**config.mk**
```make
export PLATFORM = sky130hd
export DESIGN_NAME = plhd_front
export DESIGN_NICKNAME = d
export VERILOG_FILES = /design/src/plhd_pkg.sv /design/src/plhd_front.sv
export SDC_FILE = /design/constraint.sdc
export NUM_CORES = 1
export LEC_CHECK = 0
export BUFFER_PORTS_ARGS = -buffer_cell sky130_fd_sc_hd__buf_2
export CAP_MARGIN = 20
export CORE_ASPECT_RATIO = 0.5
export CORE_MARGIN = 5
export CORE_UTILIZATION = 45
export DETAILED_ROUTE_END_ITERATION = 8
export HOLD_SLACK_MARGIN = 0.05
export PLACE_DENSITY = 0.75
export SLEW_MARGIN = 20
export SYNTH_ARGS = -nofsm -noshare
export SYNTH_HDL_FRONTEND = slang
export SYNTH_SLANG_ARGS = --single-unit
```
**constraint.sdc**
```tcl
create_clock -name clock -period 4.3 [get_ports clock]
set_input_delay 0.215 -clock clock [delete_from_list [all_inputs] [get_ports clock]]
set_output_delay 0.215 -clock clock [all_outputs]
set_load 0.05 [all_outputs]
```
**src/plhd_pkg.sv**
```systemverilog
// shared types and constants of the peak level meter with hold and decay
// depends on nothing; every other file but plhd_queue refers to it by scoped names
package plhd_pkg;

   // payload widths
   localparam int SAMPLE_WIDTH   = 24;
   localparam int DB_WIDTH       = 16;
   localparam int DECAY_WIDTH    = 18;
   localparam int HOLD_WIDTH     = 24;
   localparam int CSR_DATA_WIDTH = 24;
   localparam int CSR_INDEX_WIDTH = 1;

   // defaults handed to the top level parameters
   localparam int ELAPSED_WIDTH = 24;
   localparam int QUEUE_DEPTH   = 4;

   // register indexes
   localparam logic [CSR_INDEX_WIDTH-1:0] CSR_DECAY_STEP   = 1'b0;
   localparam logic [CSR_INDEX_WIDTH-1:0] CSR_HOLD_SAMPLES = 1'b1;

   // register reset values
   localparam int DECAY_RESET = 27;
   localparam int HOLD_RESET  = 2400;

   // level range in 1/256 dB
   localparam int DB_FLOOR = -25600;
   localparam int DB_CEIL  = 4624;

   // log conversion
   localparam int EXP_WIDTH      = $clog2(SAMPLE_WIDTH);
   localparam int NORM_WIDTH     = 32;
   localparam int NORM_SHIFT_W   = $clog2(NORM_WIDTH);
   localparam int LOG_FRAC_BITS  = 24;
   localparam int LOG_INT_WIDTH  = 6;
   localparam int UNITY_LOG2     = 20;
   localparam int DB_COEF_WIDTH  = 28;
   localparam logic signed [DB_COEF_WIDTH-1:0] DB_PER_LOG2_Q24 = 28'sd101008905;
   localparam int DB_SHIFT       = 40;

   // decay accumulator, saturated well beyond the level range
   localparam int ACC_WIDTH = 28;
   localparam int ACC_LIMIT = 2 ** 26;

   typedef struct packed {
      logic signed [SAMPLE_WIDTH-1:0] sample;
      logic                           block_end;
   } req_type;

   typedef struct packed {
      logic signed [DB_WIDTH-1:0] level_db;
      logic                       clipped;
   } rsp_type;

   // item between front and back
   typedef struct packed {
      logic                    block_end;
      logic [SAMPLE_WIDTH-1:0] peak_mag;
   } item_type;

   // log pipeline output towards the meter state
   typedef struct packed {
      logic                       valid;
      logic                       block_end;
      logic signed [DB_WIDTH-1:0] db;
   } log_result_type;

endpackage

```
**src/plhd_front.sv**
```systemverilog
// front end: takes sample items, forms magnitudes and the running block maximum
// uses plhd_pkg types; feeds the queue in front of the log pipeline
module plhd_front (
   input  logic               clock,
   input  logic               reset,
   input  logic               req_push,
   input  logic               stall,
   input  plhd_pkg::req_type  req_data,
   output logic               item_push,
   output plhd_pkg::item_type item
);

   localparam int SW = plhd_pkg::SAMPLE_WIDTH;

   logic [SW-1:0] block_max_ff, block_max_in;
   logic [SW-1:0] mag;
   logic [SW-1:0] max_now;
   logic          accept;

   assign accept = req_push && !stall;

   // magnitude; the most negative sample gives 2^(SW-1)
   always_comb begin
      mag = req_data.sample[SW-1] ? (~unsigned'(req_data.sample) + 1'b1)
                                  : unsigned'(req_data.sample);
      max_now = (mag > block_max_ff) ? mag : block_max_ff;
      block_max_in = block_max_ff;
      if (accept) begin
         block_max_in = req_data.block_end ? '0 : max_now;
      end
   end

   // every item goes on; only a block end carries a meaningful peak
   assign item_push      = accept;
   assign item.block_end = req_data.block_end;
   assign item.peak_mag  = max_now;

   always_ff @(posedge clock) begin
      if (reset) begin
         block_max_ff <= '0;
      end else begin
         block_max_ff <= block_max_in;
      end
   end

endmodule

```
Yosys cells after proc, flatten, opt, wreduce, memory -nomap -nowiden

Cells that the tools add are included.

Register bits after elaboration: 24
Bits in latches: 0
Memory bits (writable): 0
Memory bits (read-only): 0
Output and inout bits: 26
Memories kept: 0

Add/subtract/negate cells: 1
$mul: 0
Div/mod/pow operators: 0
Magnitude comparators: 1
Equal/unequal tests: 0
Shift-type cells: 0
Muxes and demuxes: 3
Bitwise logic cells: 1
Reduce and logical (&&, ||, !) cells: 2

Operators with widths:

| kind                                          | count |
|---|---|
| 2-to-1 mux 24 bit                             | 3 |
| adder 24 x 1 -> 24 bit, second input constant | 1 |
| > comparator 24 bit                           | 1 |
| NOT 24 bit                                    | 1 |
| logical AND 1 bit                             | 1 |
| zero test 1 bit                               | 1 |

Longest topological paths before layout

Word-level depth: 6
Gate-level depth with buffers: 15
Gate-level depth less buffers: 14

Worst setup path before layout

Ideal clock, no wire load.

Path kind: input -> output
Start point: input req_data[9] (netlist bit)
End point: output item[0] (netlist bit)
Arrival time: 4.167 ns
Data required time: 4.085 ns
Slack: -0.082 ns
Stages on the path: 13
Path buffers: 1
Cell sequence: or4_4 > or4_4 > nor2_4 > nand3_4 > o31ai_2 > xnor2_1 > ha_1 > nand4_1 > nor4_1 > o31a_1 > o21ai_1 > clkbuf_1 > o21ai_0

RTL lines:

| element     | line             | source |
|---|---|---|
| from (decl) | plhd_front.sv:8  | `input plhd_pkg::req_type req_data,` |
| to (decl)   | plhd_front.sv:10 | `output plhd_pkg::item_type item` |

==> results.sh <==
export IMPL_status="complete, no violations"
export IMPL_final_nets=364
export IMPL_mostFrequentLayoutCells="54 x buf_2, 29 x a21oi_1, 28 x inv_1"
export IMPL_yosys_cell_types_count=36
export IMPL_drc=0
export IMPL_ant_nets=0
export IMPL_regToRegSetupSlack_ns=1.91
export IMPL_die_area_um2=6230
export IMPL_hold_end="block_max_ff[0]$_SDFFE_PP0P_"
export IMPL_syn_area_um2=2110
export IMPL_period_needed_ns=4.08
export IMPL_crit_path_end_kind="primary output"
export IMPL_pre_cts_ws_ns=0.178
export IMPL_synth_avg_cell_area_um2=8.19
export IMPL_max_stage_delay_ns=0.55
export IMPL_layout_commonest_cell="buf_2"
export IMPL_cts_tree="built"
export IMPL_gp_congestion=0.789
export IMPL_setup_ws_ns=0.219
export IMPL_start_util=0.471
export IMPL_maxCapViolCount=0
export IMPL_port_buffer_count=54
export IMPL_dr_pass1_iters=5
export IMPL_root_buffer="clkbuf_8"
export IMPL_hp_class="input port to flip-flop"
export IMPL_timing_setup_tns_ns=0
export IMPL_layout_drive_gt1_share=0.269
export IMPL_area_growth_pct=20.4
export IMPL_overflow=0
export IMPL_ys_warn_count=0
export IMPL_worst_pin_slew_ns=0.447
export IMPL_largest_register="block_max_ff"
export IMPL_routed_wirelength_mm=5.35
export IMPL_cp_slowest_cell="or4_4"
export IMPL_reg2reg_depth=10
export IMPL_rsz0062_at_grt="false"
export IMPL_slew_headroom=0.702
export IMPL_vias_per_cell=5.55
export IMPL_final_core_util=0.568
export IMPL_crit_family="simple AND/OR/NAND/NOR gates"
export IMPL_die_w_um=107
export IMPL_yosysSeqAreaShare=0.228
export IMPL_synth_fp_nets=311
export IMPL_io_pins=55
export IMPL_crit_arrival_ns=3.87
export IMPL_drtIter0Drc=108
export IMPL_synthFlopType="dfxtp_1"
export IMPL_power_density_nw_per_um2=337
export IMPL_antenna_found_initial=0
export IMPL_synthCells=257
export IMPL_dp_cells=362
export IMPL_grt_max_degree=30
export IMPL_worstPathMaxFanout=13
export IMPL_crit_type="input port to primary output"
export IMPL_die_h_um=58.4
export IMPL_fin_skew_ns=0.00758
export IMPL_grt_usage=0.177
export IMPL_cts_buffer_depth=2
export IMPL_cts_sinks=24
export IMPL_vias=2033
export IMPL_start_kind="input port"
export IMPL_largest_reg_flops=24
export IMPL_slew_viol_final=0
export IMPL_grt_pass1_vias=2058
export IMPL_grt_pass1_wl_mm=9.01
export IMPL_async_reset_ff_frac=0
export IMPL_routedWlPerCell_um=14.6
export IMPL_ys_seq_elements=24
export IMPL_insertion_delay_ns=0.28
export IMPL_p_leak_nw=1.03
export IMPL_path_cells="buf_2, or4_4, or4_4, nor2_4, nand3_1, o21ai_0, xnor2_1, ha_1, nand4_1, nor3_1, a21oi_1, o21ai_0, o21ai_2, buf_4, mux2_2, buf_2"
export IMPL_crit_buf_inv=3
export IMPL_synth_edf_count=0
export IMPL_worstReg2RegEnd="block_max_ff[8]$_SDFFE_PP0P_"
export IMPL_hold_path_depth=2
export IMPL_fin_crit_sh=0.949
export IMPL_path_clk_slew_ns=0.09
export IMPL_hold_viol_final=0
export IMPL_hold_start="reset"
export IMPL_instances_no_fill=366
export IMPL_htreeDepth=1
export IMPL_irDropWorstVdd_mv=0.174
export IMPL_dp_hpwl_mm=4.21
export IMPL_cts_made_buffers=3
export IMPL_core_area_um2=4470
export IMPL_setup_viol=0
export IMPL_fp_row_count=17
export IMPL_startpoint="req_data[9]"
export IMPL_diodes=0
export IMPL_reg_top3="block_max_ff (24)"
export IMPL_timing_rr_start="block_max_ff[6]$_SDFFE_PP0P_"
export IMPL_worstPathRequired_ns=4.09
export IMPL_fmax_ghz=0.245
[how the worst max path moves through the flow]
stage | end | slack, ns | cells past startpoint
floorplan | item[10] | -0.04 | 14
global placement | item[22] | 0.22 | 15
detailed placement | item[15] | 0.18 | 15
CTS | item[15] | 0.18 | 15
global route | item[16] | 0.005 | 16
finish | item[15] | 0.22 | 16
[layout make-up]
type / instances / area (um2)
clock buffer: 4 / 55.1
fill: 434 / 1930
inverter: 28 / 105
multi-input combinational: 194 / 1490
sequential: 24 / 480
tap: 57 / 71.3
timing repair buffer: 59 / 333
[through the flow]
step / hold slack [ns] / area [um2] / power, mW
6_report: 0.118 / 2540 / 0.855
5_1_grt: 0.115 / 2540 / 0.909
4_1_cts: 0.117 / 2520 / 0.860
3_5_place_dp: 0.413 / 2470 / 0.700
3_3_place_gp: 0.404 / 2470 / 0.691
2_1_floorplan: 0.284 / 2110 / 0.585
[worst register-to-register path: cells and delay by family (launching register included)]
kind | cells | cell delay [ns]
AO/OA/AOI/OAI | 6 | 1.12
adder cells (fa/ha/maj) | 1 | 0.32
buffers and inverters | 3 | 0.57
flip-flops | 1 | 0.34
[power by group]
| group | switching (mW) | leakage [nW] | internal (mW) | total [mW] |
|---|---|---|---|---|
| combinational | 0.321 | 0.810 | 0.140 | 0.461 |
| sequential | 0.00503 | 0.194 | 0.230 | 0.235 |
| clock | 0.0765 | 0.0288 | 0.0820 | 0.158 |
[kinds of logic after synthesis]
kind of cell               after synthesis  share of synthesized area
DFF                                     24                      0.228
AOI/OAI and AO/OA                       80                      0.265
xor gates and xnor gates                21                     0.0873
adders and majority gates               25                      0.149
and+or+nand+nor                         58                      0.147
buffers and inverters                   39                     0.0713
muxes                                   10                     0.0529
[routing by layer]
| metal | share of wire | global-route usage | vias to the layer above |
|---|---|---|---|
| met5 | 0 | 0 | - |
| met4 | 0.0086 | 0.0383 | 0 |
| met3 | 0.052 | 0.0383 | 6 |
| met2 | 0.48 | 0.315 | 44 |
| met1 | 0.46 | 0.223 | 952 |
| li1 | - | - | 1031 |
[what timing repair did]
item	in CTS	in global routing
endpoints found under the setup margin	0	22
hold buffers	0	0
resized for setup	0	3
setup buffers	0	0
[synthesized netlist by cell type, types with 4 or more instances]
cell type	n	area, um2
a21oi_1	29	145
a22o_1	22	193
clkbuf_1	9	33.8
dfxtp_1	24	480
ha_1	25	313
inv_1	28	105
mux2_2	9	101
nand2_1	12	45.0
nand4_1	6	37.5
nor2_1	19	71.3
o21ai_0	14	70.1
o31ai_1	4	30.0
xnor2_1	20	175
Note: power is estimated with default switching activity, not from simulation.
