[src/plhd_pkg.sv]
// shared types and constants of the peak level meter with hold and decay
// depends on nothing; every other file but plhd_queue refers to it by scoped names
package plhd_pkg;

   // payload widths
   localparam int SAMPLE_WIDTH   = 24;
   localparam int DB_WIDTH       = 16;
   localparam int DECAY_WIDTH    = 18;
   localparam int HOLD_WIDTH     = 24;
   localparam int CSR_DATA_WIDTH = 24;
   localparam int CSR_INDEX_WIDTH = 1;

   // defaults handed to the top level parameters
   localparam int ELAPSED_WIDTH = 24;
   localparam int QUEUE_DEPTH   = 4;

   // register indexes
   localparam logic [CSR_INDEX_WIDTH-1:0] CSR_DECAY_STEP   = 1'b0;
   localparam logic [CSR_INDEX_WIDTH-1:0] CSR_HOLD_SAMPLES = 1'b1;

   // register reset values
   localparam int DECAY_RESET = 27;
   localparam int HOLD_RESET  = 2400;

   // level range in 1/256 dB
   localparam int DB_FLOOR = -25600;
   localparam int DB_CEIL  = 4624;

   // log conversion
   localparam int EXP_WIDTH      = $clog2(SAMPLE_WIDTH);
   localparam int NORM_WIDTH     = 32;
   localparam int NORM_SHIFT_W   = $clog2(NORM_WIDTH);
   localparam int LOG_FRAC_BITS  = 24;
   localparam int LOG_INT_WIDTH  = 6;
   localparam int UNITY_LOG2     = 20;
   localparam int DB_COEF_WIDTH  = 28;
   localparam logic signed [DB_COEF_WIDTH-1:0] DB_PER_LOG2_Q24 = 28'sd101008905;
   localparam int DB_SHIFT       = 40;

   // decay accumulator, saturated well beyond the level range
   localparam int ACC_WIDTH = 28;
   localparam int ACC_LIMIT = 2 ** 26;

   typedef struct packed {
      logic signed [SAMPLE_WIDTH-1:0] sample;
      logic                           block_end;
   } req_type;

   typedef struct packed {
      logic signed [DB_WIDTH-1:0] level_db;
      logic                       clipped;
   } rsp_type;

   // item between front and back
   typedef struct packed {
      logic                    block_end;
      logic [SAMPLE_WIDTH-1:0] peak_mag;
   } item_type;

   // log pipeline output towards the meter state
   typedef struct packed {
      logic                       valid;
      logic                       block_end;
      logic signed [DB_WIDTH-1:0] db;
   } log_result_type;

endpackage

[src/plhd_meter.sv]
// meter state: stored peak, elapsed count, decay accumulator, clip flag, registers
// uses plhd_pkg types; takes one log result per advancing cycle
module plhd_meter #(
   parameter int ELAPSED_WIDTH = plhd_pkg::ELAPSED_WIDTH
) (
   input  logic                                  clock,
   input  logic                                  reset,
   input  logic                                  csr_write_en,
   input  logic [plhd_pkg::CSR_INDEX_WIDTH-1:0]  csr_index,
   input  logic [plhd_pkg::CSR_DATA_WIDTH-1:0]   csr_wdata,
   input  logic                                  adv,
   input  plhd_pkg::log_result_type              log_result,
   output logic                                  busy,
   output plhd_pkg::rsp_type                     result
);

   localparam int EW     = ELAPSED_WIDTH;
   localparam int DW     = plhd_pkg::DECAY_WIDTH;
   localparam int HW     = plhd_pkg::HOLD_WIDTH;
   localparam int DIFF_W = (EW > HW) ? EW : HW;
   localparam int PROD_W = DW + DIFF_W + 1;
   localparam int ACC_W  = plhd_pkg::ACC_WIDTH;
   localparam int V_W    = ACC_W + 1;
   localparam int DB_W   = plhd_pkg::DB_WIDTH;
   localparam logic signed [ACC_W-1:0]  ACC_HI  = ACC_W'(plhd_pkg::ACC_LIMIT);
   localparam logic signed [ACC_W-1:0]  ACC_LO  = -ACC_HI;
   localparam logic signed [V_W-1:0]    SUM_HI  = V_W'(plhd_pkg::ACC_LIMIT);
   localparam logic signed [V_W-1:0]    SUM_LO  = -SUM_HI;
   localparam logic signed [PROD_W-1:0] PROD_HI = PROD_W'(plhd_pkg::ACC_LIMIT);
   localparam logic signed [PROD_W-1:0] PROD_LO = -PROD_HI;
   localparam logic signed [V_W-1:0]    V_LO    = V_W'(plhd_pkg::DB_FLOOR * 256);
   localparam logic signed [V_W-1:0]    V_HI    = V_W'(plhd_pkg::DB_CEIL * 256);
   localparam logic signed [V_W-1:0]    V_HALF  = V_W'(128);
   localparam logic [EW-1:0]            N_MAX   = {EW{1'b1}};

   logic signed [DW-1:0]     decay_ff;
   logic [HW-1:0]            hold_ff;
   logic signed [DB_W-1:0]   stored_ff, stored_in;
   logic [EW-1:0]            elapsed_ff, elapsed_in;
   logic signed [ACC_W-1:0]  acc_ff, acc_in;
   logic                     clip_ff, clip_in;
   logic [1:0]               sync_cnt_ff;
   logic signed [PROD_W-1:0] prod_ff;
   logic signed [ACC_W-1:0]  prod_sat;

   logic                     update;
   logic [DIFF_W-1:0]        diff;
   logic signed [V_W-1:0]    v, vc, v_round;
   logic signed [DB_W-1:0]   cur;
   logic                     take;
   logic signed [DB_W-1:0]   level;
   logic [EW-1:0]            elapsed_mid;
   logic signed [ACC_W-1:0]  acc_mid;
   logic signed [V_W-1:0]    acc_sum;
   logic signed [ACC_W-1:0]  acc_step;
   logic                     past_hold;

   assign update = adv && log_result.valid;
   assign busy   = (sync_cnt_ff != 2'd0);

   // decay accumulator rebuilt from scratch after reset or a register write
   always_comb begin
      diff = (DIFF_W'(elapsed_ff) >= DIFF_W'(hold_ff))
             ? DIFF_W'(elapsed_ff) - DIFF_W'(hold_ff) : '0;
      if (prod_ff > PROD_HI) begin
         prod_sat = ACC_HI;
      end else if (prod_ff < PROD_LO) begin
         prod_sat = ACC_LO;
      end else begin
         prod_sat = ACC_W'(prod_ff);
      end
   end

   // shown level from the state before this item
   always_comb begin
      v = (V_W'(stored_ff) <<< 8) - V_W'(acc_ff);
      if (v < V_LO) begin
         vc = V_LO;
      end else if (v > V_HI) begin
         vc = V_HI;
      end else begin
         vc = v;
      end
      v_round = (vc + V_HALF) >>> 8;
      cur     = v_round[DB_W-1:0];
   end

   // block end compare, then elapsed count and decay step
   always_comb begin
      take    = 1'b0;
      level   = cur;
      clip_in = clip_ff;
      if (log_result.block_end) begin
         take = decay_ff[DW-1] ? (log_result.db < cur) : (log_result.db > cur);
         if (log_result.db > DB_W'(0)) begin
            clip_in = 1'b1;
         end
         if (take) begin
            level = log_result.db;
         end
      end
      stored_in   = take ? log_result.db : stored_ff;
      elapsed_mid = take ? '0 : elapsed_ff;
      acc_mid     = take ? '0 : acc_ff;
      acc_sum     = V_W'(acc_mid) + V_W'(decay_ff);
      if (acc_sum > SUM_HI) begin
         acc_step = ACC_HI;
      end else if (acc_sum < SUM_LO) begin
         acc_step = ACC_LO;
      end else begin
         acc_step = ACC_W'(acc_sum);
      end
      past_hold  = (elapsed_mid != N_MAX) &&
                   (DIFF_W'(elapsed_mid) >= DIFF_W'(hold_ff));
      elapsed_in = (elapsed_mid == N_MAX) ? elapsed_mid : elapsed_mid + 1'b1;
      acc_in     = past_hold ? acc_step : acc_mid;
   end

   assign result.level_db = level;
   assign result.clipped  = clip_in;

   // control state and registers
   always_ff @(posedge clock) begin
      if (reset) begin
         decay_ff    <= DW'(plhd_pkg::DECAY_RESET);
         hold_ff     <= HW'(plhd_pkg::HOLD_RESET);
         stored_ff   <= DB_W'(plhd_pkg::DB_FLOOR);
         elapsed_ff  <= N_MAX;
         clip_ff     <= 1'b0;
         sync_cnt_ff <= 2'd2;
      end else begin
         if (csr_write_en) begin
            unique case (csr_index)
               plhd_pkg::CSR_DECAY_STEP: begin
                  decay_ff <= signed'(csr_wdata[DW-1:0]);
               end
               plhd_pkg::CSR_HOLD_SAMPLES: begin
                  hold_ff <= csr_wdata[HW-1:0];
               end
               default: begin
                  hold_ff <= hold_ff;
               end
            endcase
            sync_cnt_ff <= 2'd2;
         end else if (sync_cnt_ff != 2'd0) begin
            sync_cnt_ff <= sync_cnt_ff - 2'd1;
         end
         if (update) begin
            stored_ff  <= stored_in;
            elapsed_ff <= elapsed_in;
            clip_ff    <= clip_in;
         end
      end
   end

   // decay product and accumulator
   always_ff @(posedge clock) begin
      prod_ff <= decay_ff * signed'({1'b0, diff});
      if (sync_cnt_ff == 2'd1) begin
         acc_ff <= prod_sat;
      end else if (update) begin
         acc_ff <= acc_in;
      end
   end

endmodule

[config.mk]
export PLATFORM = sky130hd
export DESIGN_NAME = plhd_meter
export DESIGN_NICKNAME = d
export VERILOG_FILES = /design/src/plhd_pkg.sv /design/src/plhd_meter.sv
export SDC_FILE = /design/constraint.sdc
export NUM_CORES = 2
export LEC_CHECK = 0
export ABC_AREA = 1
export BUFFER_PORTS_ARGS = -buffer_cell sky130_fd_sc_hd__buf_2
export CAP_MARGIN = 20
export CORE_ASPECT_RATIO = 1.4
export CORE_MARGIN = 2
export CORE_UTILIZATION = 40
export CTS_CLUSTER_DIAMETER = 100
export DETAILED_ROUTE_END_ITERATION = 7
export HOLD_SLACK_MARGIN = 0.06
export PLACE_DENSITY = 0.52
export SYNTH_ARGS = -nofsm -noshare
export SYNTH_HDL_FRONTEND = slang
export SYNTH_SLANG_ARGS = --single-unit
[constraint.sdc]
create_clock -name clock -period 12.4 [get_ports clock]
set_input_delay 3.72 -clock clock [delete_from_list [all_inputs] [get_ports clock]]
set_output_delay 3.72 -clock clock [all_outputs]
set_load 0.02 [all_outputs]
# Word-level counts from Yosys, hierarchy flattened
# Cells that the tools add are included.
[op_classes]
n_div = 0
n_reduce_logical = 8
n_shift = 0
eq_ne = 3
bitwise = 1
n_mul = 1
order_cmp = 11
n_addsub = 6
mux = 19
[op_table]
columns = ["op", "n"]
rows = [
  ["2-to-1 mux 28 bit", 8],
  ["2-to-1 mux 24 bit", 5],
  [">= comparator 24 bit", 2],
  ["> comparator 43 x 28 -> 1 bit (second input constant)", 1],
  ["< comparator 43 x 27 -> 1 bit (second input constant)", 1],
  ["multiplier 18 x 25 -> 43 bit", 1],
  ["2-to-1 mux 16 bit", 2],
  ["adder 28 x 18 -> 29 bit", 1],
  ["> comparator 29 x 22 -> 1 bit (second input constant)", 1],
  ["> comparator 29 x 28 -> 1 bit (second input constant)", 1],
  ["< comparator 29 x 24 -> 1 bit (second input constant)", 1],
  ["< comparator 29 x 27 -> 1 bit (second input constant)", 1],
  ["subtractor 24 x 28 -> 29 bit", 1],
  ["adder 24 x 1 -> 24 bit (second input constant)", 1],
  ["adder 24 x 9 -> 24 bit (second input constant)", 1],
  ["equality test 24 bit (second input constant)", 1],
  ["!= test 24 bit (second input constant)", 1],
  ["subtractor 24 bit", 1],
  ["> comparator 16 x 1 -> 1 bit (second input constant)", 1],
  ["> comparator 16 bit", 1],
  ["< comparator 16 bit", 1],
  ["AND reduction 2 bit", 3],
  ["2-to-1 mux 1 bit", 4],
  ["nonzero test 2 bit", 2],
  ["other kinds (5)", 6],
]
[word_totals]
inputBits = 47
rom_bits = 0
n_memories = 0
ramBits = 0
out_inout_bits = 18
register_bits = 156
wordCells = 57
latchBits = 0

# Logic depth before layout (Yosys ltp)
[depth]
ltp_word = 16
depth_mapped = 76

# Worst setup path after synthesis
# OpenSTA, ideal clock, no wires.
[synth_timing]
path_type = "input port to output port"
start = "input port log_result[1] (netlist bit)"
end = "output port result[15] (netlist bit)"
cell_stages = 20
path_slack_ns = 2.428
required_ns = 8.680
path_buffers = 4
arrival_time_ns = 6.252
cell_sequence = "ha_1 -> inv_1 -> nor2_1 -> o211ai_1 -> a21oi_1 -> a2111oi_0 -> nor2_1 -> nor2_2 -> nand2_1 -> nand2_1 -> nand3_1 -> nand2_1 -> inv_1 -> nand2_2 -> buf_6 -> buf_6 -> inv_2 -> buf_2 -> clkbuf_1 -> o21ai_0"
[synth_rtl]
columns = ["item", "line_no", "source"]
rows = [
  ["start: declaration", "plhd_meter.sv:12", "input plhd_pkg::log_result_type log_result,"],
  ["end: declaration", "plhd_meter.sv:14", "output plhd_pkg::rsp_type result"],
]

==> results.cfg <==
[status]
status = finished clean

[critical_path]
setup.worst_path.start_class = flop
crit_top_cell = nand2_1
timing.critical_path.slowest_cell_delay_ns = 0.68
critPathArrivalTime_ns = 7.54
crit_slowest_cell = o21ai_0
end_kind = output pin
worstPathMaxFanout = 36
worstPathRequired_ns = 8.68
critPathKind = reg2out
reg2reg_depth = 51
reg2reg_slack_ns = 1.41

[synthesis]
syn_inst = 3580
synth_nets = 4242
seq_area_frac_synth_pct = 13.0
synth-compound-area-share_pct = 7.79
synth_area_um2 = 26300
avgSynthCellArea_um2 = 7.34
async_flop_share_pct = 0
synth_warnings = 0
synth-adder-area-share_pct = 39.4
synth_top_family_by_area = adder cells
synth_ff_type = dfxtp_1
ys_types = 53
synth_seq_cells = 156
synthSimpleGateAreaFrac_pct = 24.3
yosys.area_share.xor_xnor_pct = 3.26
synth_edf_count = 28
synthMuxAreaShare_pct = 0.0381

[layout]
layout_common_cells = 818 x nand2_1, 702 x inv_1, 354 x fa_1, 318 x nor2_1, 261 x ha_1
fin_cells = 4444
diodes = 0
syn_to_final_growth_pct = 6.86
layout.nets = 4246
drive_gt1_share_pct = 6.09
final_common_cell = nand2_1
multi_input_area_um2 = 19700
regArea_um2 = 3400
n_fill_cell = 6886

[drt]
route.detailed.drc = 0
via_per_inst = 5.16
routed_wl_um = 84200
drtIter0Drc = 1391
drt-pass1-iter-count = 8
wl_per_cell_um = 19.0
ant_nets = 0
vias = 22900

[grt]
use_met1_pct = 30.3
grt.met2_usage_pct = 46.5
grt_pass1_wl_um = 133000
grt_pass1_vias = 23900
grtUsageTotal_pct = 25.8
gr-total-overflow = 0
busiest_layer = met2
grt_use_met3_pct = 2.14
antenna_found_initial = 1
grt_max_degree = 46

[timing]
rsz0062_at_grt = no
tightest_slew_ns = 0.843
period_share_pct = 90.8
skew_ns = 0.0157
final-hold-violation-count = 0
slew_headroom_pct = 43.7
finalSetupViolations = 0
drv_slew = 0
post-route-min-period_ns = 11.26
tns_ns = 0
fmax_mhz = 88.8

[clock_tree]
cts_tree = done
postCtsHoldBufs = 0
insertion_delay_ns = 0.47
clock_path_buffers = 2
ctsResizeCount = 0
h-tree-depth = 4
clk_pin_slew_worst_paths_ns = 0.08
cts_made_buffers = 17
cts_setup_buffers = 0
cts_root_buf = clkbuf_16
cts_sinks = 156

[die]
core_area_um2 = 65300
start_util_pct = 40.3
ios = 65
rows = 111
die-area_um2 = 67800
die_w_um = 221
die_h_um = 307

[flow_run]
drv_cap = 0

[placed_design]
dp_hpwl_um = 69300
io_buffers = 64
dp_cells = 4410
place_congestion = 0.938

[hold_path]
min_path_cells = 2
hold_path.class = reg2reg
==> per-layer routing <==
layer | vias to the layer above | wire (um)
li1 | 11100 | -
met5 | - | 0
met3 | 154 | 2950
met1 | 11100 | 33700
met2 | 522 | 43000
met4 | 0 | 4610
==> final cells by class <==
| type | instances | area share (%) |
|---|---|---|
| clock buffer | 19 | 1.58 |
| clock inverter | 13 | 0.561 |
| inverter | 727 | 9.72 |
| multi-input combinational | 2584 | 70.0 |
| sequential | 156 | 12.1 |
| tap | 847 | 3.77 |
| timing repair buffer | 98 | 2.24 |
==> path summary, 6_finish.rpt <==
path / from / endpoint
min: sync_cnt_ff[1] / sync_cnt_ff[1]
max reg2reg: elapsed_ff[0] / prod_ff[42]
max: stored_ff[15] / result[13]
min reg2reg: sync_cnt_ff[1] / sync_cnt_ff[1]
==> cells by family after synthesis <==
family / Yosys count
mux: 1
xor+xnor: 97
compound gates: 374
flops: 156
buf+inv: 840
fa+ha+maj: 615
simple gates: 1497
==> stage by stage <==
step | worst slack (ns) | instance area [um^2] | util [%] | hold WS [ns]
global placement | 1.54 | 27400 | 42.0 | 0.453
global route | 0.562 | 28100 | 43.0 | 0.494
detailed placement | 1.47 | 27400 | 42.0 | 0.455
CTS | 1.29 | 28000 | 42.9 | 0.476
finish | 1.14 | 28100 | 43.0 | 0.471
floorplan | 2.43 | 26300 | - | 0.435
==> Yosys cell counts (all sizes together) (2+ instances only) <==
cell     instances  area, um^2
a2111oi          2        17.5
a211oi           7        52.6
a21boi           4        30.0
a21o             7        52.6
a21oi          170         851
a31oi           12        75.1
and2             3        18.8
buf             20         149
clkbuf          93         349
clkinv           7        26.3
dfxtp          128        2560
edfxtp          28         841
fa             354        7090
ha             261        3270
inv            720        2700
nand2          837        3200
nand3          206        1110
nand3b           9        67.6
nand4           53         338
nor2           340        1350
nor3            15        86.3
nor4            18         113
o2111ai          2        17.5
o211ai          18         135
o21a            10        75.1
o21ai          130         651
o21bai           4        30.0
o31ai            5        37.5
or2             12        75.1
xnor2           34         298
xor2            63         559
==> worst max-delay path, delay by kind of cell, from the launching register on <==
family	cells	cell delay, ns
adders and majority gates	2	0.74
AOI/OAI and AO/OA	2	0.77
DFF	1	0.61
buffers and inverters	6	0.93
and+or+nand+nor	31	4.02
==> state kept, by name, summed over array words and instances, names as in the netlist <==
name,flops
hold_ff,24
clip_ff,1
decay_ff,18
acc_ff,28
sync_cnt_ff,2
prod_ff,43
stored_ff,16
elapsed_ff,24
Power is left out: the tool's default activity adds up to more than one toggle a clock period on the data nets, which glitch-free logic cannot reach.
