<file path="src/plhd_queue.sv">
// small first-in first-out queue of register slots
// generic entry type; used between front and back and on the result side
module plhd_queue #(
   parameter int  DEPTH = 4,
   parameter type entry_type = logic
) (
   input  logic      clock,
   input  logic      reset,
   input  logic      push,
   input  entry_type push_data,
   output logic      full,
   input  logic      pop,
   output entry_type pop_data,
   output logic      empty
);

   localparam int PTR_W = $clog2(DEPTH);
   localparam int CNT_W = $clog2(DEPTH + 1);

   entry_type          slot_ff [DEPTH];
   logic [PTR_W-1:0]   wr_ptr_ff, wr_ptr_in;
   logic [PTR_W-1:0]   rd_ptr_ff, rd_ptr_in;
   logic [CNT_W-1:0]   count_ff, count_in;
   logic               do_push, do_pop;

   assign full     = (count_ff == CNT_W'(DEPTH));
   assign empty    = (count_ff == '0);
   assign do_push  = push && !full;
   assign do_pop   = pop && !empty;
   assign pop_data = slot_ff[rd_ptr_ff];

   // pointer and fill count
   always_comb begin
      wr_ptr_in = wr_ptr_ff;
      rd_ptr_in = rd_ptr_ff;
      count_in  = count_ff;
      if (do_push) begin
         wr_ptr_in = (wr_ptr_ff == PTR_W'(DEPTH - 1)) ? '0 : wr_ptr_ff + 1'b1;
      end
      if (do_pop) begin
         rd_ptr_in = (rd_ptr_ff == PTR_W'(DEPTH - 1)) ? '0 : rd_ptr_ff + 1'b1;
      end
      if (do_push && !do_pop) begin
         count_in = count_ff + 1'b1;
      end else if (do_pop && !do_push) begin
         count_in = count_ff - 1'b1;
      end
   end

   always_ff @(posedge clock) begin
      if (reset) begin
         wr_ptr_ff <= '0;
         rd_ptr_ff <= '0;
         count_ff  <= '0;
      end else begin
         wr_ptr_ff <= wr_ptr_in;
         rd_ptr_ff <= rd_ptr_in;
         count_ff  <= count_in;
      end
   end

   // slot storage
   always_ff @(posedge clock) begin
      if (do_push) begin
         slot_ff[wr_ptr_ff] <= push_data;
      end
   end

endmodule

</file>
<file path="config.mk">
export PLATFORM = sky130hd
export DESIGN_NAME = plhd_queue
export DESIGN_NICKNAME = d
export VERILOG_FILES = /design/src/plhd_queue.sv
export SDC_FILE = /design/constraint.sdc
export NUM_CORES = 1
export LEC_CHECK = 0
export ABC_AREA = 1
export BUFFER_PORTS_ARGS = -buffer_cell sky130_fd_sc_hd__clkbuf_2
export CAP_MARGIN = 10
export CORE_AREA = 2 2 39 41
export DETAILED_ROUTE_END_ITERATION = 16
export DIE_AREA = 0 0 41 43
export GPL_TIMING_DRIVEN = 0
export PLACE_DENSITY = 0.7
export SLEW_MARGIN = 20
export SYNTH_ARGS = -nofsm -noshare
export SYNTH_HDL_FRONTEND = slang
export SYNTH_SLANG_ARGS = --single-unit
</file>
<file path="constraint.sdc">
create_clock -name clock -period 2.9 [get_ports clock]
set_clock_uncertainty 0.05 [all_clocks]
set_input_delay 0.145 -clock clock [delete_from_list [all_inputs] [get_ports clock]]
set_output_delay 0.145 -clock clock [all_outputs]
set_load 0.02 [all_outputs]
</file>
## Yosys cells after proc, flatten, opt, wreduce, memory -nomap -nowiden

Memories as Yosys holds them, arrays and structs flattened. A register that Yosys moved wholly into a read port is not among the register bits.
Index checks and enable logic that the tools add are counted.

- Mux-type cells: 8
- Eq/ne operators: 3
- Reductions and logical operators: 10
- $add $sub $neg: 4

Operator list:

| cell | count |
|---|---|
| two-way mux 2 bit | 4 |
| two-way mux 3 bit | 2 |
| adder 2 x 1 -> 2 bit (second input constant) | 2 |
| equality test 2 bit (second input constant) | 2 |
| logical AND 1 bit | 4 |
| logical NOT 1 bit | 4 |
| adder 3 x 1 -> 3 bit (second input constant) | 1 |
| equality test 3 bit (second input constant) | 1 |
| logical NOT 3 bit | 1 |
| subtractor 3 x 1 -> 3 bit (second input constant) | 1 |
| two-way mux 1 bit | 2 |
| nonzero test 2 bit | 1 |

- Memories kept: 1
- Output and inout port bits: 3
- Bits in registers: 7
- Bits in writable memories: 4
- Bits of input ports: 5

Memories:

| name | words | width | read ports | clocked after memory_dff | write ports | RTL line | text |
|---|---|---|---|---|---|---|---|
| slot_ff | 4 | 1 | 1 | 1 | 1 | 20 | `entry_type slot_ff [DEPTH];` |

## Depth between registers and ports, before layout

Gate-level depths: netlist of the first run.

- Word-level depth: 7
- Depth in mapped cells: 13
- Mapped depth without buffers: 13

## Worst setup path before layout of the first run

OpenSTA, ideal clock, no wires.

- Path kind: flip-flop to flip-flop
- Start point: reg count_ff[0]
- End point: reg count_ff[1]
- Data required time: 2.734 ns
- Cell stages (with the launch flop): 10
- Path slack: 1.127 ns
- Clock period less this slack: 1.773 ns
- Buffers on the path: 0
- Library setup time: 0.116 ns
- Arrival time: 1.607 ns
- Path through: dfxtp_1 > nor2_2 > nand2_2 > nand2_1 > inv_1 > ha_1 > inv_1 > fa_1 > o21ai_0 > nor2_1

- Elaborated cells on any way between the ends: 15
- Those cells by class: add/sub: 2; eq/ne: 1; mux: 2; reduce/logical: 10

RTL lines:

| element | RTL line | text |
|---|---|---|
| from (decl) | 23 | `logic [CNT_W-1:0] count_ff, count_in;` |
| from (signal assigned) | 58 | `count_ff <= count_in;` |
| equality test 3 bit | 26 | `assign full = (count_ff == CNT_W'(DEPTH));` |
| logical NOT 1 bit | 28 | `assign do_push = push && !full;` |
| logical AND 1 bit | 28 |  |
| via do_push | 24 | `logic do_push, do_pop;` |
| logical AND 1 bit | 43 | `if (do_push && !do_pop) begin` |
| two-way mux 3 bit | 43 |  |
| via count_in[1] | 23 |  |

The timed path passes the listed nets, and every way through them passes these cells. The select of a mux whose other input is x is not followed.
A chain may end at the register's enable or synchronous reset.

## Final worst setup path of the first run

- Start point: reg count_ff[0]
- End point: reg count_ff[2]

- Cells in the longest elaborated chain, start to end: 6
- Elaborated cells on any way between the ends: 15
- Those cells by class: add/sub: 2; eq/ne: 1; mux: 2; reduce/logical: 10

Ends and longest elaborated chain:

| element | RTL line | text |
|---|---|---|
| equality test 3 bit * | 26 |  |
| logical NOT 1 bit * | 28 |  |
| logical AND 1 bit * | 28 |  |
| via do_push | 24 |  |
| logical NOT 1 bit | 45 | `end else if (do_pop && !do_push) begin` |
| logical AND 1 bit | 45 |  |
| nonzero test 2 bit (no source line) | n/a |  |

Mark *: on every way through the listed nets, which the timed path passes. The rest lies on a longest branch. The select of a mux whose other input is x is not followed.

==> impl_metrics.env, run 1 <==
export IMPL_min_path_type="input port to flip-flop"
export IMPL_nNetsFinal=106
export IMPL_layout_commonest_cell="inv_1"
export IMPL_cp_arrival_ns=2.09
export IMPL_synth_top_cell_area_share=0.271
export IMPL_cts_tree="yes"
export IMPL_final_core_util=0.540
export IMPL_tns_ns=0
export IMPL_nFillCells=136
export IMPL_drive_gt1_frac=0.161
export IMPL_fin_total_pwr_mw=0.704
export IMPL_vias=507
export IMPL_drv_cap=0
export IMPL_synth_avg_cell_area_sq_um=8.12
export IMPL_yosys_area_top_type="dfxtp_1"
export IMPL_crit_path_end_kind="flip-flop"
export IMPL_final_cell_mix="inv_1, nor2_1, nand2_1"
export IMPL_drt_first_pass_iters=4
export IMPL_yosys_warnings=0
export IMPL_cts_sinks=13
export IMPL_port_buffers=7
export IMPL_antenna_found_initial=0
export IMPL_diodes=0
export IMPL_ys_types=15
export IMPL_startpoint_type="flip-flop"
export IMPL_hold_start="push_data"
export IMPL_std_cell_rows=14
export IMPL_synth_cells=82
export IMPL_synth_area_top_cells="dfxtp_1, edfxtp_1, ha_1"
export IMPL_path_class="flip-flop to flip-flop"
export IMPL_viasPerCell=4.65
export IMPL_power_density_mw_per_mm2=943
export IMPL_critical_path_required_ns=3.06
export IMPL_rsz0062_at_grt="false"
export IMPL_grt_pass1_wl_microns=1770
export IMPL_top_usage_layer="met2"
export IMPL_gp_congestion=0.796
export IMPL_cts_buffer_depth=2
export IMPL_cts_repair_resized=0
export IMPL_syn_area_sq_um=666
export IMPL_start_util=0.481
export IMPL_cts_root_buf="clkbuf_4"
export IMPL_cp_slowest_cell="dfxtp_1"
export IMPL_slew_viol_final=0
export IMPL_cts_hold_buf=0
export IMPL_crit_start="count_ff[0]$_SDFFE_PP0P_"
export IMPL_cp_depth=12
export IMPL_tightest_slew_ns=0.231
export IMPL_finalCritPeriodShare=0.665
export IMPL_syn_nets=94
export IMPL_clkLatencyLatePin_ns=0.27
export IMPL_cp_slowest_stage_delay_ns=0.41
export IMPL_worstHoldPathCells=1
export IMPL_wl_per_cell_microns=9.26
export IMPL_dieArea_sq_mm=0.00176
export IMPL_area_growth_pct=12.2
export IMPL_postCtsSetupBuffers=0
export IMPL_die_h_microns=43
export IMPL_hold_violations=0
export IMPL_min_to="slot_ff[3]$_DFFE_PP_"
export IMPL_first_iter_violations=8
export IMPL_r2r_start="count_ff[0]$_SDFFE_PP0P_"
export IMPL_rrSetupSlack_ns=0.97
export IMPL_io_pins=8
export IMPL_relSlewSlack=0.846
export IMPL_drtAntennaViolNets=0
export IMPL_coreArea_sq_mm=0.00138
export IMPL_dpl_worst_slack_ns=0.989
export IMPL_worst_path_buf_inv=3
export IMPL_ir_drop_mv=0.523
export IMPL_reg2reg_to="count_ff[2]$_SDFFE_PP0P_"
export IMPL_die_x_microns=41
export IMPL_grt_pass1_vias=502
export IMPL_numCtsBuffers=3
export IMPL_wl_microns=1010
export IMPL_overflow=0
export IMPL_setup_ws_ns=0.972
export IMPL_drc=0
export IMPL_path_cells="nor2_2 -> nand2_2 -> nand2_1 -> inv_1 -> ha_1 -> inv_1 -> fa_1 -> nand2_1 -> nand3_1 -> nand2_1 -> inv_1 -> nor2_1"
export IMPL_globalRouteMet2Util=0.263
export IMPL_finalSetupViolCount=0
export IMPL_grt_use_met3=0.0314
export IMPL_htree_levels=1
export IMPL_status="finished clean"
export IMPL_grtUsageMet1=0.147
export IMPL_p_leak_nw=0.379
export IMPL_period_needed_ns=1.93
export IMPL_ys_ff_latch=13
export IMPL_crit_family="simple AND/OR/NAND/NOR gates"
export IMPL_clk_pin_slew_ns=0.07
export IMPL_r2r_cells=12
export IMPL_yosysSeqAreaShare=0.451
export IMPL_cp_max_fo=6
export IMPL_grtUsageTotal=0.148
export IMPL_dpl_hpwl_microns=813
export IMPL_grt_max_degree=8
export IMPL_fmax_mhz=519
synthesized netlist by cell type:
library cell and count:
nor2_2 1, nand3b_1 1, ha_1 6, nand2_1 11
edfxtp_1 4, nand3b_2 1, fa_1 1, nand4_1 1
inv_1 17, a21oi_1 4, nor2_1 16, o21ai_0 5
dfxtp_1 9, nand2_2 3, nand3_1 2
power by group:
| part | leakage (nW) | total (mW) | internal, mW | switching, mW |
|---|---|---|---|---|
| clock | 0.0150 | 0.107 | 0.0532 | 0.0535 |
| sequential | 0.111 | 0.281 | 0.240 | 0.0414 |
| combinational | 0.253 | 0.317 | 0.117 | 0.199 |
worst max-delay path by stage:
stage	endpoint	slack (ns)
after floorplan	count_ff[1]$_SDFFE_PP0P_	1.13
after global placement	count_ff[1]$_SDFFE_PP0P_	1.01
after detailed placement	count_ff[2]$_SDFFE_PP0P_	0.99
after CTS	count_ff[2]$_SDFFE_PP0P_	0.97
after global routing	count_ff[2]$_SDFFE_PP0P_	0.76
final	count_ff[2]$_SDFFE_PP0P_	0.97
cells by family (layout without fill, tap and decap cells):
kind of cell             after synthesis  count (layout)  share of synthesized area
adder cells (fa/ha/maj)                7               7                      0.143
AND/OR/NAND/NOR                       36              36                      0.243
AO/OA/AOI/OAI                          9               9                     0.0677
buffers and inverters                 17              28                     0.0959
flip-flops                            13              13                      0.451
metal layers:
| metal | routed length [microns] | vias up |
|---|---|---|
| li1 | - | 274 |
| met3 | 32 | 4 |
| met5 | 0 | - |
| met2 | 487 | 8 |
| met1 | 465 | 221 |
| met4 | 23 | 0 |
layout make-up:
type	count	area (sq um)	share of cell area
multi-input cells	52	302	0.404
flip-flops and latches	13	300	0.402
inverters	17	63.8	0.0854
repair buffers	7	35.0	0.0469
clock buffers	4	26.3	0.0352
well taps	16	20.0	0.0268
per-stage QoR:
step	area, sq um	std cells	hold WS, ns
5_1_grt	747	109	0.0390
4_1_cts	747	109	0.0449
3_3_place_gp	721	105	0.313
2_1_floorplan	666	82	0.194
6_report	747	109	0.0469
3_5_place_dp	721	105	0.325
No activity file was read; power rests on OpenSTA's default activity.
==> inputs of run 2 (changes only) <==
==> constraint.sdc (replaced) <==
create_clock -name clock -period 1.8 [get_ports clock]
set_clock_uncertainty 0.05 [all_clocks]
set_input_delay 0.09 -clock clock [delete_from_list [all_inputs] [get_ports clock]]
set_output_delay 0.09 -clock clock [all_outputs]
set_load 0.02 [all_outputs]
==> run 2 against run 1 <==
Non-clock buffer count rose by 6. Routed wire length rose by 19%. Fmax rose by 11%. Cell area rose by 14%. Highest routed layer unchanged. Combinational power rose by 120%. Core utilization rose by 7.5 points. Critical path type unchanged. Largest power group unchanged.
==> impl_metrics.env, run 2 (synthesized netlist as in run 1, its figures left out) <==
export IMPL_numCtsBuffers=3
export IMPL_io_pins=8
export IMPL_viasPerCell=4.83
export IMPL_overflow=0
export IMPL_drc=0
export IMPL_ir_drop_mv=1.12
export IMPL_combPwrFrac=0.519
export IMPL_cts_root_buf="clkbuf_4"
export IMPL_period_needed_ns=1.74
export IMPL_tightest_slew_ns=0.245
export IMPL_finalCritPeriodShare=0.967
export IMPL_diodes=0
export IMPL_startpoint_type="flip-flop"
export IMPL_drt_first_pass_iters=4
export IMPL_path_class="flip-flop to flip-flop"
export IMPL_vias=555
export IMPL_setup_ws_ns=0.0587
export IMPL_drtAntennaViolNets=0
export IMPL_port_buffers=7
export IMPL_fin_total_pwr_mw=1.36
export IMPL_clkLatencyLatePin_ns=0.27
export IMPL_p_leak_nw=0.422
export IMPL_slew_viol_final=0
export IMPL_dpl_hpwl_microns=813
export IMPL_start_util=0.481
export IMPL_dieArea_sq_mm=0.00176
export IMPL_drv_cap=0
export IMPL_antenna_found_initial=0
export IMPL_clk_pin_slew_ns=0.07
export IMPL_rrSetupSlack_ns=0.06
export IMPL_htree_levels=1
export IMPL_die_h_microns=43
export IMPL_relSlewSlack=0.836
export IMPL_die_x_microns=41
export IMPL_hold_violations=0
export IMPL_finalSetupViolCount=0
export IMPL_cts_buffer_depth=2
export IMPL_area_growth_pct=27.8
export IMPL_nNetsFinal=112
export IMPL_wl_per_cell_microns=10.5
export IMPL_gp_congestion=0.796
export IMPL_final_core_util=0.615
export IMPL_crit_path_end_kind="flip-flop"
export IMPL_critical_path_required_ns=1.92
export IMPL_grt_max_degree=8
export IMPL_nFillCells=116
export IMPL_cts_sinks=13
export IMPL_power_switching_mw=0.569
export IMPL_seqPwrFrac=0.352
export IMPL_fmax_mhz=574
export IMPL_cp_arrival_ns=1.86
export IMPL_cp_max_fo=4
export IMPL_min_path_type="input port to flip-flop"
export IMPL_cts_tree="yes"
export IMPL_first_iter_violations=11
export IMPL_std_cell_rows=14
export IMPL_internal_power_mw=0.788
export IMPL_grt_pass1_vias=505
export IMPL_dpl_worst_slack_ns=-0.111
export IMPL_grt_pass1_wl_microns=1790
export IMPL_power_share_switching=0.420
export IMPL_wl_microns=1210
export IMPL_status="finished clean"
export IMPL_drive_gt1_frac=0.293
export IMPL_coreArea_sq_mm=0.00138
export IMPL_grtUsageTotal=0.150
export IMPL_power_density_mw_per_mm2=1600
export IMPL_layout_commonest_cell="nor2_1"
export IMPL_final_cell_mix="nor2_1, inv_1, nand2_1"
export IMPL_clock_power_share=0.129
## run 2: layer usage
layer  vias up  track usage  part of all wire
met1       255        0.150              0.44
met5         -            0                 0
met2        12        0.266              0.51
li1        286            -                 -
met4         0       0.0800             0.010
met3         2       0.0314             0.036
## run 2: power by group through the flow
stage / registers (mW) / clock network, mW / logic (mW)
after global placement: 0.456 / 0 / 0.490
after detailed placement: 0.461 / 0 / 0.512
after global routing: 0.494 / 0.197 / 0.807
after CTS: 0.474 / 0.177 / 0.533
after floorplan: 0.446 / 0 / 0.401
final: 0.478 / 0.175 / 0.705
## run 2: timing repair
item,in CTS,in global routing
setup buffers,0,5
pin swaps,2,3
endpoints found under the setup margin,2,2
gates cloned,0,0
hold endpoints to repair,4,0
hold buffers,1,0
resized for setup,6,12
## run 2: layout make-up
cell class	count	area (sq um)	area share
well taps	16	20.0	0.0235
inverters	17	63.8	0.0750
flip-flops and latches	13	308	0.362
repair buffers	13	82.6	0.0971
multi-input cells	52	350	0.412
clock buffers	4	26.3	0.0309
## run 2: final timing paths
path | start | to | cells after the start
worst max-delay path | count_ff[0]$_SDFFE_PP0P_ | count_ff[1]$_SDFFE_PP0P_ | 9
worst min-delay path | reset | count_ff[1]$_SDFFE_PP0P_ | 4
worst max register to register | count_ff[0]$_SDFFE_PP0P_ | count_ff[1]$_SDFFE_PP0P_ | 9
worst min register to register | count_ff[0]$_SDFFE_PP0P_ | count_ff[0]$_SDFFE_PP0P_ | 1
## run 2: per-stage QoR
step,hold slack (ns),std cells,instance area [sq um],setup TNS (ns)
after floorplan,0.139,82,666,0
after global placement,0.258,105,721,-0.156
after detailed placement,0.270,105,721,-0.209
after CTS,0.0971,110,774,0
after global routing,0.132,115,851,-0.0338
final,0.115,115,851,0
## run 2: critical path: stages (launching register included)
cell and delay [ns]:
dfxtp_4 0.37, nor2_4 0.16, nand2_4 0.09, nand2_4 0.09
inv_2 0.05, ha_4 0.16, inv_2 0.06, fa_2 0.43
o21ai_2 0.14, nor2_1 0.05
